--- src/hw/rtl/ldcr_pkg.sv ---
// Shared types, codes and constants for the link deframer with command retry.
// Used by every module of the block; depends on nothing.
package ldcr_pkg;

  localparam int unsigned CHECK_LEN   = 12;
  localparam int unsigned RESP_MAX    = 4;
  localparam int unsigned CFG_INDEX_W = 4;
  localparam int unsigned QUEUE_DEPTH = 4;

  localparam logic [7:0] MAX_RETRIES_RESET = 8'd3;

  localparam logic [1:0] OP_BYTE = 2'd0;
  localparam logic [1:0] OP_TICK = 2'd1;
  localparam logic [1:0] OP_CMD  = 2'd2;

  localparam logic [CFG_INDEX_W-1:0] REG_HEADER      = 4'd0;
  localparam logic [CFG_INDEX_W-1:0] REG_RESP0       = 4'd1;
  localparam logic [CFG_INDEX_W-1:0] REG_RESP1       = 4'd2;
  localparam logic [CFG_INDEX_W-1:0] REG_RESP2       = 4'd3;
  localparam logic [CFG_INDEX_W-1:0] REG_RESP3       = 4'd4;
  localparam logic [CFG_INDEX_W-1:0] REG_RESP_COUNT  = 4'd5;
  localparam logic [CFG_INDEX_W-1:0] REG_PING_ENABLE = 4'd6;
  localparam logic [CFG_INDEX_W-1:0] REG_MAX_RETRIES = 4'd7;

  typedef enum logic [2:0] {
    KIND_PKT_BYTE   = 3'd0,
    KIND_PKT_GOOD   = 3'd1,
    KIND_PKT_BAD    = 3'd2,
    KIND_RESPONSE   = 3'd3,
    KIND_UNKNOWN    = 3'd4,
    KIND_SEND_CMD   = 3'd5,
    KIND_CMD_FAILED = 3'd6,
    KIND_PING       = 3'd7
  } ldcr_kind_e;

  typedef struct packed {
    logic [1:0] op;
    logic [7:0] rx_byte;
    logic [7:0] command_code;
    logic       port_open;
  } ldcr_item_t;

  typedef struct packed {
    ldcr_kind_e  kind;
    logic [7:0]  byte_value;
    logic [1:0]  response_index;
    logic [63:0] window_bytes;
    logic [7:0]  command_out;
    logic        last;
  } ldcr_result_t;

  typedef struct packed {
    logic [63:0]                 header_word;
    logic [RESP_MAX-1:0][63:0]   response_word;
    logic [2:0]                  response_count;
    logic                        ping_enable;
    logic [7:0]                  max_retries;
  } ldcr_cfg_t;

  typedef struct packed {
    logic         res_valid;
    ldcr_result_t res;
    logic         resp_hit;
  } ldcr_defr_out_t;

  typedef struct packed {
    logic [1:0]   res_count;
    ldcr_result_t res0;
    ldcr_result_t res1;
  } ldcr_cmd_out_t;

  function automatic logic [7:0] nibble_swap(input logic [7:0] b);
    return {b[3:0], b[7:4]};
  endfunction

endpackage

--- src/hw/rtl/ldcr_chan_if.sv ---
// Valid/ready channel carrying one payload per transaction.
// Generic over the payload type; depends on nothing.
interface ldcr_chan_if #(parameter type payload_t = logic);
  logic     valid;
  logic     ready;
  payload_t payload;

  modport source(output valid, output payload, input ready);
  modport sink(input valid, input payload, output ready);
endinterface

--- src/hw/rtl/ldcr_cfg_regs.sv ---
// Configuration register file written through a plain write port.
// Depends on ldcr_pkg for the register indexes and the configuration struct.
module ldcr_cfg_regs
  import ldcr_pkg::*;
(
  input  logic                   clk,
  input  logic                   rst,
  input  logic                   cfg_write_en,
  input  logic [CFG_INDEX_W-1:0] cfg_index,
  input  logic [63:0]            cfg_data,
  output ldcr_cfg_t              cfg
);

  always_ff @(posedge clk) begin
    if (rst) begin
      cfg.header_word    <= '0;
      cfg.response_word  <= '0;
      cfg.response_count <= '0;
      cfg.ping_enable    <= 1'b0;
      cfg.max_retries    <= MAX_RETRIES_RESET;
    end else if (cfg_write_en) begin
      case (cfg_index)
        REG_HEADER:      cfg.header_word      <= cfg_data;
        REG_RESP0:       cfg.response_word[0] <= cfg_data;
        REG_RESP1:       cfg.response_word[1] <= cfg_data;
        REG_RESP2:       cfg.response_word[2] <= cfg_data;
        REG_RESP3:       cfg.response_word[3] <= cfg_data;
        REG_RESP_COUNT:  cfg.response_count   <= cfg_data[2:0];
        REG_PING_ENABLE: cfg.ping_enable      <= cfg_data[0];
        REG_MAX_RETRIES: cfg.max_retries      <= cfg_data[7:0];
        default: begin
        end
      endcase
    end
  end

endmodule

--- src/hw/rtl/ldcr_deframer.sv ---
// Byte window, header and response matching, and packet checksum tracking.
// Depends on ldcr_pkg for item, result and configuration types.
module ldcr_deframer
  import ldcr_pkg::*;
#(
  parameter int unsigned WINDOW_BYTES   = 4,
  parameter int unsigned PACKET_BYTES   = 64,
  parameter int unsigned RESPONSE_WORDS = 4
) (
  input  logic           clk,
  input  logic           rst,
  input  logic           accept,
  input  ldcr_item_t     item,
  input  ldcr_cfg_t      cfg,
  output ldcr_defr_out_t dout
);

  localparam int unsigned FILL_W   = $clog2(WINDOW_BYTES + 1);
  localparam int unsigned POS_W    = $clog2(PACKET_BYTES + 1);
  localparam int unsigned SLOT_W   = $clog2(CHECK_LEN);
  localparam int unsigned WIN_BITS = 8 * WINDOW_BYTES;
  localparam int unsigned FOLD_END = PACKET_BYTES - CHECK_LEN;
  localparam int unsigned HDR_SLOT = (WINDOW_BYTES == FOLD_END) ? 0 : WINDOW_BYTES;

  logic [7:0]        window [WINDOW_BYTES];
  logic [FILL_W-1:0] window_fill;
  logic              in_packet;
  logic [POS_W-1:0]  packet_position;
  logic [7:0]        check_bytes [CHECK_LEN];
  logic [SLOT_W-1:0] check_slot;
  logic              check_mismatch;

  logic [7:0]          win_new [WINDOW_BYTES];
  logic [WIN_BITS-1:0] win_flat;
  logic                win_full;
  logic                hdr_hit;
  logic [2:0]          resp_lim;
  logic                resp_any;
  logic [1:0]          resp_idx;
  logic [7:0]          hdr_check [CHECK_LEN];
  logic [7:0]          pkt_check [CHECK_LEN];
  logic                fold_phase;
  logic [POS_W-1:0]    pos_inc;
  logic                pkt_done;
  logic [SLOT_W-1:0]   slot_inc;
  logic                mismatch_new;
  logic                byte_op;

  assign byte_op = accept && (item.op == OP_BYTE);

  always_comb begin
    for (int i = 0; i < WINDOW_BYTES; i++) begin
      win_new[i] = (window_fill == FILL_W'(i)) ? item.rx_byte : window[i];
      win_flat[8*i +: 8] = win_new[i];
    end
  end

  assign win_full = (window_fill == FILL_W'(WINDOW_BYTES - 1));
  assign hdr_hit  = (win_flat == cfg.header_word[WIN_BITS-1:0]);
  assign resp_lim = (cfg.response_count > 3'(RESPONSE_WORDS)) ?
                    3'(RESPONSE_WORDS) : cfg.response_count;

  always_comb begin
    resp_any = 1'b0;
    resp_idx = 2'd0;
    for (int r = RESPONSE_WORDS - 1; r >= 0; r--) begin
      if ((3'(r) < resp_lim) && (win_flat == cfg.response_word[r][WIN_BITS-1:0])) begin
        resp_any = 1'b1;
        resp_idx = 2'(r);
      end
    end
  end

  // The header bytes fold into a cleared checksum at positions up to and including the window size.
  always_comb begin
    for (int j = 0; j < CHECK_LEN; j++) begin
      hdr_check[j] = 8'd0;
    end
    for (int i = 0; i < WINDOW_BYTES; i++) begin
      hdr_check[i]     = hdr_check[i] ^ win_new[i];
      hdr_check[i + 1] = hdr_check[i + 1] ^ nibble_swap(win_new[i]);
    end
  end

  assign fold_phase   = (packet_position < POS_W'(FOLD_END));
  assign pos_inc      = packet_position + POS_W'(1);
  assign pkt_done     = (pos_inc == POS_W'(PACKET_BYTES));
  assign slot_inc     = (check_slot == SLOT_W'(CHECK_LEN - 1)) ?
                        SLOT_W'(0) : check_slot + SLOT_W'(1);
  assign mismatch_new = check_mismatch ||
                        (!fold_phase && (check_bytes[check_slot] != item.rx_byte));

  always_comb begin
    for (int j = 0; j < CHECK_LEN; j++) begin
      pkt_check[j] = check_bytes[j]
                   ^ ((check_slot == SLOT_W'(j)) ? item.rx_byte : 8'd0)
                   ^ ((slot_inc == SLOT_W'(j)) ? nibble_swap(item.rx_byte) : 8'd0);
    end
  end

  always_comb begin
    dout = '0;
    if (byte_op) begin
      if (in_packet) begin
        dout.res_valid      = 1'b1;
        dout.res.byte_value = item.rx_byte;
        dout.res.last       = 1'b1;
        if (!pkt_done) begin
          dout.res.kind = KIND_PKT_BYTE;
        end else if (mismatch_new) begin
          dout.res.kind = KIND_PKT_BAD;
        end else begin
          dout.res.kind = KIND_PKT_GOOD;
        end
      end else if (win_full && !hdr_hit) begin
        dout.res_valid = 1'b1;
        dout.res.last  = 1'b1;
        if (resp_any) begin
          dout.res.kind           = KIND_RESPONSE;
          dout.res.response_index = resp_idx;
          dout.resp_hit           = 1'b1;
        end else begin
          dout.res.kind         = KIND_UNKNOWN;
          dout.res.window_bytes = 64'(win_flat);
        end
      end
    end
  end

  always_ff @(posedge clk) begin
    if (rst) begin
      window_fill     <= '0;
      in_packet       <= 1'b0;
      packet_position <= '0;
      check_slot      <= '0;
      check_mismatch  <= 1'b0;
      for (int j = 0; j < CHECK_LEN; j++) begin
        check_bytes[j] <= 8'd0;
      end
    end else if (byte_op) begin
      if (in_packet) begin
        if (fold_phase) begin
          check_bytes <= pkt_check;
        end
        check_mismatch <= mismatch_new;
        check_slot     <= (pos_inc == POS_W'(FOLD_END)) ? SLOT_W'(0) : slot_inc;
        if (pkt_done) begin
          in_packet       <= 1'b0;
          packet_position <= '0;
        end else begin
          packet_position <= pos_inc;
        end
      end else if (!win_full) begin
        window_fill <= FILL_W'(window_fill + 1'b1);
      end else if (hdr_hit) begin
        in_packet       <= 1'b1;
        packet_position <= POS_W'(WINDOW_BYTES);
        check_bytes     <= hdr_check;
        check_mismatch  <= 1'b0;
        check_slot      <= SLOT_W'(HDR_SLOT);
        window_fill     <= '0;
      end else if (resp_any) begin
        window_fill <= '0;
      end
    end
  end

  always_ff @(posedge clk) begin
    if (byte_op && !in_packet) begin
      if (win_full && !hdr_hit && !resp_any) begin
        for (int i = 0; i < WINDOW_BYTES - 1; i++) begin
          window[i] <= win_new[i + 1];
        end
      end else begin
        window <= win_new;
      end
    end
  end

endmodule

--- src/hw/rtl/ldcr_cmd_retry.sv ---
// Pending command tracking: issue, resend on ticks, retry limit and pings.
// Depends on ldcr_pkg for item, result and configuration types.
module ldcr_cmd_retry
  import ldcr_pkg::*;
(
  input  logic          clk,
  input  logic          rst,
  input  logic          accept,
  input  ldcr_item_t    item,
  input  ldcr_cfg_t     cfg,
  input  logic          resp_clear,
  output ldcr_cmd_out_t cout
);

  logic       command_pending;
  logic [7:0] pending_code;
  logic [7:0] retry_count;

  logic tick;
  logic issue;
  logic fail;
  logic ping;

  assign tick  = accept && (item.op == OP_TICK) && item.port_open;
  assign issue = accept && (item.op == OP_CMD);
  assign fail  = command_pending && (retry_count >= cfg.max_retries);
  assign ping  = cfg.ping_enable && !fail;

  always_comb begin
    cout = '0;
    if (tick) begin
      if (command_pending) begin
        cout.res0.kind        = fail ? KIND_CMD_FAILED : KIND_SEND_CMD;
        cout.res0.command_out = pending_code;
        if (ping) begin
          cout.res1.kind = KIND_PING;
          cout.res1.last = 1'b1;
          cout.res_count = 2'd2;
        end else begin
          cout.res0.last = 1'b1;
          cout.res_count = 2'd1;
        end
      end else if (ping) begin
        cout.res0.kind = KIND_PING;
        cout.res0.last = 1'b1;
        cout.res_count = 2'd1;
      end
    end
  end

  always_ff @(posedge clk) begin
    if (rst) begin
      command_pending <= 1'b0;
      pending_code    <= 8'd0;
      retry_count     <= 8'd0;
    end else if (resp_clear || (tick && fail)) begin
      command_pending <= 1'b0;
      pending_code    <= 8'd0;
      retry_count     <= 8'd0;
    end else if (tick && command_pending) begin
      retry_count <= retry_count + 8'd1;
    end else if (issue) begin
      if (!command_pending || (item.command_code != pending_code)) begin
        retry_count <= 8'd0;
      end
      command_pending <= 1'b1;
      pending_code    <= item.command_code;
    end
  end

endmodule

--- src/hw/rtl/ldcr_result_fifo.sv ---
// Small result queue that takes up to two results per cycle and sends one when the results channel is ready.
// Depends on ldcr_pkg and the ldcr_chan_if channel interface.
module ldcr_result_fifo
  import ldcr_pkg::*;
(
  input  logic         clk,
  input  logic         rst,
  input  logic [1:0]   push_count,
  input  ldcr_result_t push0,
  input  ldcr_result_t push1,
  output logic         has_room,
  ldcr_chan_if.source  results
);

  localparam int unsigned PTR_W = $clog2(QUEUE_DEPTH);
  localparam int unsigned CNT_W = $clog2(QUEUE_DEPTH + 1);

  ldcr_result_t     entries [QUEUE_DEPTH];
  logic [PTR_W-1:0] wr_ptr;
  logic [PTR_W-1:0] rd_ptr;
  logic [CNT_W-1:0] count;
  logic             pop;

  assign results.valid   = (count != '0);
  assign results.payload = entries[rd_ptr];
  assign pop             = results.valid && results.ready;
  assign has_room        = (count <= CNT_W'(QUEUE_DEPTH - 2));

  always_ff @(posedge clk) begin
    if (push_count != 2'd0) begin
      entries[wr_ptr] <= push0;
    end
    if (push_count == 2'd2) begin
      entries[PTR_W'(wr_ptr + 1'b1)] <= push1;
    end
  end

  always_ff @(posedge clk) begin
    if (rst) begin
      wr_ptr <= '0;
      rd_ptr <= '0;
      count  <= '0;
    end else begin
      wr_ptr <= PTR_W'(wr_ptr + PTR_W'(push_count));
      rd_ptr <= PTR_W'(rd_ptr + PTR_W'(pop));
      count  <= CNT_W'(count + CNT_W'(push_count) - CNT_W'(pop));
    end
  end

endmodule

--- src/hw/rtl/link_deframer_with_command_retry_unit.sv ---
// Top level of the link deframer with command retry.
// Depends on ldcr_pkg, ldcr_chan_if, ldcr_cfg_regs, ldcr_deframer,
// ldcr_cmd_retry and ldcr_result_fifo.
//
// One input transaction is taken per clock cycle while input ready is high;
// its results enter a four-entry result queue at the edge that accepts it
// and are offered one per cycle while the results channel is ready, from the
// following cycle. Input ready stays high while the queue has two free
// entries and reset is low, so input items stall only when the results side
// backs up; a tick that both resends a command and sends a ping yields two
// results and consumes two queue entries. Packet bytes stream out as they
// arrive and no memory needs clearing after reset.
module link_deframer_with_command_retry_unit
  import ldcr_pkg::*;
#(
  parameter int unsigned WINDOW_BYTES   = 4,
  parameter int unsigned PACKET_BYTES   = 64,
  parameter int unsigned RESPONSE_WORDS = 4
) (
  input  logic                   clk,
  input  logic                   rst,
  input  logic                   cfg_write_en,
  input  logic [CFG_INDEX_W-1:0] cfg_index,
  input  logic [63:0]            cfg_data,
  ldcr_chan_if.sink              items,
  ldcr_chan_if.source            results
);

  ldcr_cfg_t      cfg;
  ldcr_defr_out_t defr_out;
  ldcr_cmd_out_t  cmd_out;
  logic           accept;
  logic           has_room;
  logic [1:0]     push_count;
  ldcr_result_t   push0;
  ldcr_result_t   push1;

  assign items.ready = has_room && !rst;
  assign accept      = items.valid && items.ready;

  ldcr_cfg_regs u_cfg_regs (
    .clk          (clk),
    .rst          (rst),
    .cfg_write_en (cfg_write_en),
    .cfg_index    (cfg_index),
    .cfg_data     (cfg_data),
    .cfg          (cfg)
  );

  ldcr_deframer #(
    .WINDOW_BYTES   (WINDOW_BYTES),
    .PACKET_BYTES   (PACKET_BYTES),
    .RESPONSE_WORDS (RESPONSE_WORDS)
  ) u_deframer (
    .clk    (clk),
    .rst    (rst),
    .accept (accept),
    .item   (items.payload),
    .cfg    (cfg),
    .dout   (defr_out)
  );

  ldcr_cmd_retry u_cmd_retry (
    .clk        (clk),
    .rst        (rst),
    .accept     (accept),
    .item       (items.payload),
    .cfg        (cfg),
    .resp_clear (defr_out.resp_hit),
    .cout       (cmd_out)
  );

  always_comb begin
    if (defr_out.res_valid) begin
      push_count = 2'd1;
      push0      = defr_out.res;
      push1      = cmd_out.res1;
    end else begin
      push_count = cmd_out.res_count;
      push0      = cmd_out.res0;
      push1      = cmd_out.res1;
    end
  end

  ldcr_result_fifo u_result_fifo (
    .clk        (clk),
    .rst        (rst),
    .push_count (push_count),
    .push0      (push0),
    .push1      (push1),
    .has_room   (has_room),
    .results    (results)
  );

`ifndef SYNTHESIS
  a_single_source: assert property (@(posedge clk) disable iff (rst)
    !(defr_out.res_valid && (cmd_out.res_count != 2'd0)))
    else $error("deframer and command unit produced results for the same transaction");

  a_cmd_silent: assert property (@(posedge clk) disable iff (rst)
    (accept && (items.payload.op == OP_CMD)) |-> (push_count == 2'd0))
    else $error("command issue produced a result");

  a_push_visible: assert property (@(posedge clk) disable iff (rst)
    (push_count != 2'd0) |=> results.valid)
    else $error("queued result not offered on the results channel");

  a_resp_hit_kind: assert property (@(posedge clk) disable iff (rst)
    defr_out.resp_hit |-> (defr_out.res_valid && (defr_out.res.kind == KIND_RESPONSE)))
    else $error("response match cleared the command without a response result");
`endif

endmodule
--- src/flat_wrapper.sv ---
// flat-port wrapper written by rule: the top's interface ports become plain ports
module link_deframer_with_command_retry_unit_flat import ldcr_pkg::*;
#(
  parameter int unsigned WINDOW_BYTES   = 4,
  parameter int unsigned PACKET_BYTES   = 64,
  parameter int unsigned RESPONSE_WORDS = 4
)
  (clk, rst, cfg_write_en, cfg_index, cfg_data, items_valid, items_payload, items_ready, results_valid, results_payload, results_ready);
  ldcr_chan_if items_i ();
  ldcr_chan_if results_i ();
  input  logic clk;
  input  logic rst;
  input  logic cfg_write_en;
  input  logic [CFG_INDEX_W-1:0] cfg_index;
  input  logic [63:0] cfg_data;
  input wire logic [$bits(items_i.valid)-1:0] items_valid;
  input wire logic [$bits(items_i.payload)-1:0] items_payload;
  output wire logic [$bits(items_i.ready)-1:0] items_ready;
  output wire logic [$bits(results_i.valid)-1:0] results_valid;
  output wire logic [$bits(results_i.payload)-1:0] results_payload;
  input wire logic [$bits(results_i.ready)-1:0] results_ready;
  assign items_i.valid = items_valid;
  assign items_i.payload = items_payload;
  assign items_ready = items_i.ready;
  assign results_valid = results_i.valid;
  assign results_payload = results_i.payload;
  assign results_i.ready = results_ready;
  link_deframer_with_command_retry_unit #(.WINDOW_BYTES(WINDOW_BYTES), .PACKET_BYTES(PACKET_BYTES), .RESPONSE_WORDS(RESPONSE_WORDS)) u_core (.clk(clk), .rst(rst), .cfg_write_en(cfg_write_en), .cfg_index(cfg_index), .cfg_data(cfg_data), .items(items_i), .results(results_i));
endmodule
--- config.mk ---
export PLATFORM = sky130hd
export DESIGN_NAME = link_deframer_with_command_retry_unit_flat
export DESIGN_NICKNAME = d
export VERILOG_FILES = /design/src/hw/rtl/ldcr_pkg.sv /design/src/hw/rtl/ldcr_chan_if.sv /design/src/hw/rtl/ldcr_cfg_regs.sv /design/src/hw/rtl/ldcr_deframer.sv /design/src/hw/rtl/ldcr_cmd_retry.sv /design/src/hw/rtl/ldcr_result_fifo.sv /design/src/hw/rtl/link_deframer_with_command_retry_unit.sv /design/src/flat_wrapper.sv
export SDC_FILE = /design/constraint.sdc
export NUM_CORES = 1
export LEC_CHECK = 0
export BUFFER_PORTS_ARGS = -buffer_cell sky130_fd_sc_hd__buf_2
export CORE_MARGIN = 8
export CORE_UTILIZATION = 35
export DETAILED_ROUTE_END_ITERATION = 16
export GPL_TIMING_DRIVEN = 1
export MAX_ROUTING_LAYER = met4
export SLEW_MARGIN = 25
export SYNTH_ARGS = -nofsm -noshare
export SYNTH_HDL_FRONTEND = slang
export SYNTH_SLANG_ARGS = --single-unit
--- constraint.sdc ---
create_clock -name clk -period 3.85 [get_ports clk]
set_clock_uncertainty 0.2 [all_clocks]
set_input_delay 0.77 -clock clk [delete_from_list [all_inputs] [get_ports clk]]
set_output_delay 0.77 -clock clk [all_outputs]
set_load 0.005 [all_outputs]
==> results.tsv <==
stage	metric	value	unit
status	status	finished, final reports clean	
yosys	synth_seq_cells	217	
hold_path	hold_start	u_core.u_cfg_regs.cfg[171]	
power	internal-power	0.004191	W
cells_and_area	post-route-util	0.4078	
hold_path	whs_path_depth	2	
hold_path	hold_class	flop to flop	
grt	globalRouteTotalUtil	0.1875	
cells_and_area	drive_gt1_frac	0.1124	
worst_setup_path	worstPathArrival	3.83	ns
timing	max_slew_margin	0.3683	
yosys	ys_async_sr_fraction	0	
hold_path	hold_end	u_core.u_cfg_regs.cfg[171]	
yosys	synth-edff-count	36	
power	p_clk_frac	0.391	
clock_tree	cts_root_buffer	clkbuf_16	
clock_tree	cts_tree	yes	
clock_tree	cts_made_buffers	25	
yosys	avgSynthCellArea	7.985	µm²
worst_setup_path	worst_ep_required_time	4.02	ns
grt	grt_pass1_wl	55.61	mm
worst_setup_path	endpoint_kind	flop	
die	std_cell_rows	65	
placement	dp_slack	0.1393	ns
timing	tightest_slew	0.9475	ns
yosys	syn-num-nets	1495	
power	seq_power_share	0.431	
yosys	synth_common_cells	nand2_1, a21oi_1, dfxtp_1	
yosys	synth_top_area_share	0.3221	
yosys	ys_seq_area_frac	0.4181	
yosys	yosysMostFrequentCell	nand2_1	
timing	hold_viol	0	
yosys	synthTopCellsByArea	dfxtp_1, nand2_1, edfxtp_1	
power	leakagePower	4.518	nW
timing	drv_slew	0	
placement	place_hpwl	23.91	mm
cells_and_area	areaGrowthSynthToFinish	14.67	%
job	drv_cap	0	
worst_setup_path	path_cells	inv_1, ha_1, nand2b_2, and3_1, o22ai_1, or4_4, nor4_4, nor2_2, o21ai_4, ha_1, inv_1, ha_1, inv_1, fa_1, xnor2_1, nor2_1	
yosys	ys_warn_count	0	
yosys	mappedNetlistArea	11250	µm²
worst_setup_path	cp_max_fo	8	
power	p_sw	0.001732	W
die	start_util	0.3556	
clock_tree	htreeDepth	1	
die	die_x	195.3	µm
grt	grt_max_degree	182	
worst_setup_path	cpPeakStageDelay	0.54	ns
worst_setup_path	rr_worst_depth	16	
timing	period_minus_slack	3.654	ns
clock_tree	clk_latency	0.52	ns
clock_tree	clkSlewWorstSetupHoldPaths	0.06	ns
die	die_area	38140	µm²
power	worst_ir_drop_vdd	0.3547	mV
worst_setup_path	setup.worst_path.class	flop to flop	
placement	io_buffers	43	
clock_tree	post_cts_buffers	0	
yosys	synth_cell_types	56	
clock_tree	clkSinkCount	217	
routing	ant_nets	0	
timing	period_share	0.9491	
routing	finalWirelength	36.11	mm
die	pin_count	77	
placement	place.gp.congestion	0.9164	
yosys	synthCells	1409	
routing	drc	0	
grt	first_global_vias	9501	
yosys	synth_flop_cell	dfxtp_1	
worst_setup_path	slowest_stage	or4_4	
clock_tree	post_cts_resize_count	0	
worst_setup_path	startpoint_type	flop	
clock_tree	cts_buffer_depth	3	
clock_tree	cts-hold-fix-buffers	0	
yosys	yosys.area.top_type	dfxtp_1	
timing	final.setup.worst_slack	0.1961	ns
cells_and_area	finalNetCount	1527	
routing	wl_per_cell	19.39	µm
worst_setup_path	reg2reg_slack	0.20	ns
timing	finalSetupViolCount	0	
routing	dr.pass1.iters	5	
worst_setup_path	reg2reg_to	u_core.u_result_fifo.count[2]	
power	p_sw_frac	0.2925	
grt	overflow	0	
power	combPwrFrac	0.178	
timing	fmax	273.7	MHz
grt	antenna_found_initial	1	
routing	drt_iter0_drc	803	
routing	vias	10290	
die	core_area	31640	µm²
worst_setup_path	r2r_start	u_core.u_deframer.window_fill[0]	
routing	routed_via_density	5.528	
power	p_per_area	459.1	nW/µm²
die	die_h	195.3	µm
## metal layers
layer	global-route usage	up-vias	routed length [µm]
met2	0.3000	318	16910
met4	0.05615	0	847
met5	-	-	0
li1	-	5010	-
met3	0.02287	60	2242
met1	0.2462	4906	16100
## cells in the final DEF, fill, tap and decap left out, drive strengths merged, types with 13 or more instances in the layout
| cell | instances |
|---|---|
| nand2 | 363 |
| inv | 24 |
| edfxtp | 36 |
| clkbuf | 35 |
| dfxtp | 181 |
| o32ai | 49 |
| and3 | 15 |
| nor2b | 14 |
| a21oi | 186 |
| a31oi | 54 |
| buf | 107 |
| xor2 | 24 |
| nand4 | 14 |
| mux2i | 20 |
| xnor2 | 59 |
| nor4bb | 48 |
| nor2 | 103 |
| nand2b | 13 |
## final cells by class
type | instances | area [µm²]
flip-flops and latches | 217 | 4706
diodes | 1 | 2.502
clock buffers | 35 | 713.2
repair buffers | 107 | 726.9
inverters | 24 | 90.09
clock inverters | 10 | 77.57
multi-input cells | 1066 | 6082
fillers | 3163 | 18740
well taps | 402 | 503.0
## worst max path at each step
stage,startpoint,slack (ns),end,cells past startpoint
global placement,u_core.u_deframer.window_fill[0],0.15,u_core.u_result_fifo.count[2],17
CTS,u_core.u_deframer.window_fill[0],0.08,u_core.u_result_fifo.count[2],17
finish,u_core.u_deframer.window_fill[0],0.20,u_core.u_result_fifo.count[2],16
detailed placement,u_core.u_deframer.window_fill[0],0.14,u_core.u_result_fifo.count[2],17
floorplan,u_core.u_deframer.window_fill[0],0.34,u_core.u_result_fifo.count[2],17
global route,u_core.u_deframer.window_fill[0],-0.01,u_core.u_result_fifo.count[2],16
## metrics by stage
step	total power [W]	cell area, µm²	std cells	hold slack [ns]	setup TNS (ns)
floorplan	0.003209	11250	1409	0.2439	0
global placement	0.003617	12090	1816	0.2534	0
detailed placement	0.003632	12090	1816	0.2589	0
CTS	0.005945	12880	1861	0.2664	0
global route	0.006151	12900	1862	0.2835	-0.01129
finish	0.005923	12900	1862	0.2650	0
## power by group through the flow
stage / combinational [W] / clock (W) / sequential, W
final: 0.00105 / 0.00232 / 0.00255
after global placement: 0.00103 / 0 / 0.00259
after detailed placement: 0.00104 / 0 / 0.00259
after floorplan: 0.000688 / 0 / 0.00252
after CTS: 0.00104 / 0.00236 / 0.00255
after global routing: 0.00114 / 0.00244 / 0.00256
## cell families (layout without fill, tap and decap cells)
| kind of cell | count (synthesis) | in the layout | synth area share |
|---|---|---|---|
| DFF | 217 | 217 | 0.4182 |
| adders and majority gates | 12 | 12 | 0.01401 |
| buffers and inverters | 126 | 176 | 0.04504 |
| and+or+nand+nor | 621 | 621 | 0.2608 |
| muxes | 21 | 21 | 0.01980 |
| xor gates and xnor gates | 83 | 83 | 0.06461 |
| other | 0 | 1 | 0 |
| AOI/OAI and AO/OA | 329 | 329 | 0.1776 |
## flip-flops by register name, summed over array words and instances (netlist names)
signal and flops:
u_core.u_result_fifo.rd_ptr 2, u_core.u_result_fifo.wr_ptr 2, u_core.u_deframer.in_packet 1, u_core.u_result_fifo.count 3, u_core.u_cfg_regs.cfg 163, u_core.u_deframer.window_fill 3, u_core.u_result_fifo.entries 4, u_core.u_deframer.packet_position 7
u_core.u_deframer.window 32
## worst max-delay path, delay by kind of cell, from the launching register on
| family | cells | cell delay, ns |
|---|---|---|
| AO/OA/AOI/OAI | 2 | 0.23 |
| XOR/XNOR | 1 | 0.16 |
| adder cells (fa/ha/maj) | 4 | 0.97 |
| buffers and inverters | 3 | 0.16 |
| flip-flops | 1 | 0.37 |
| AND/OR/NAND/NOR | 6 | 1.40 |
Note: power is estimated with default switching activity, not from simulation.
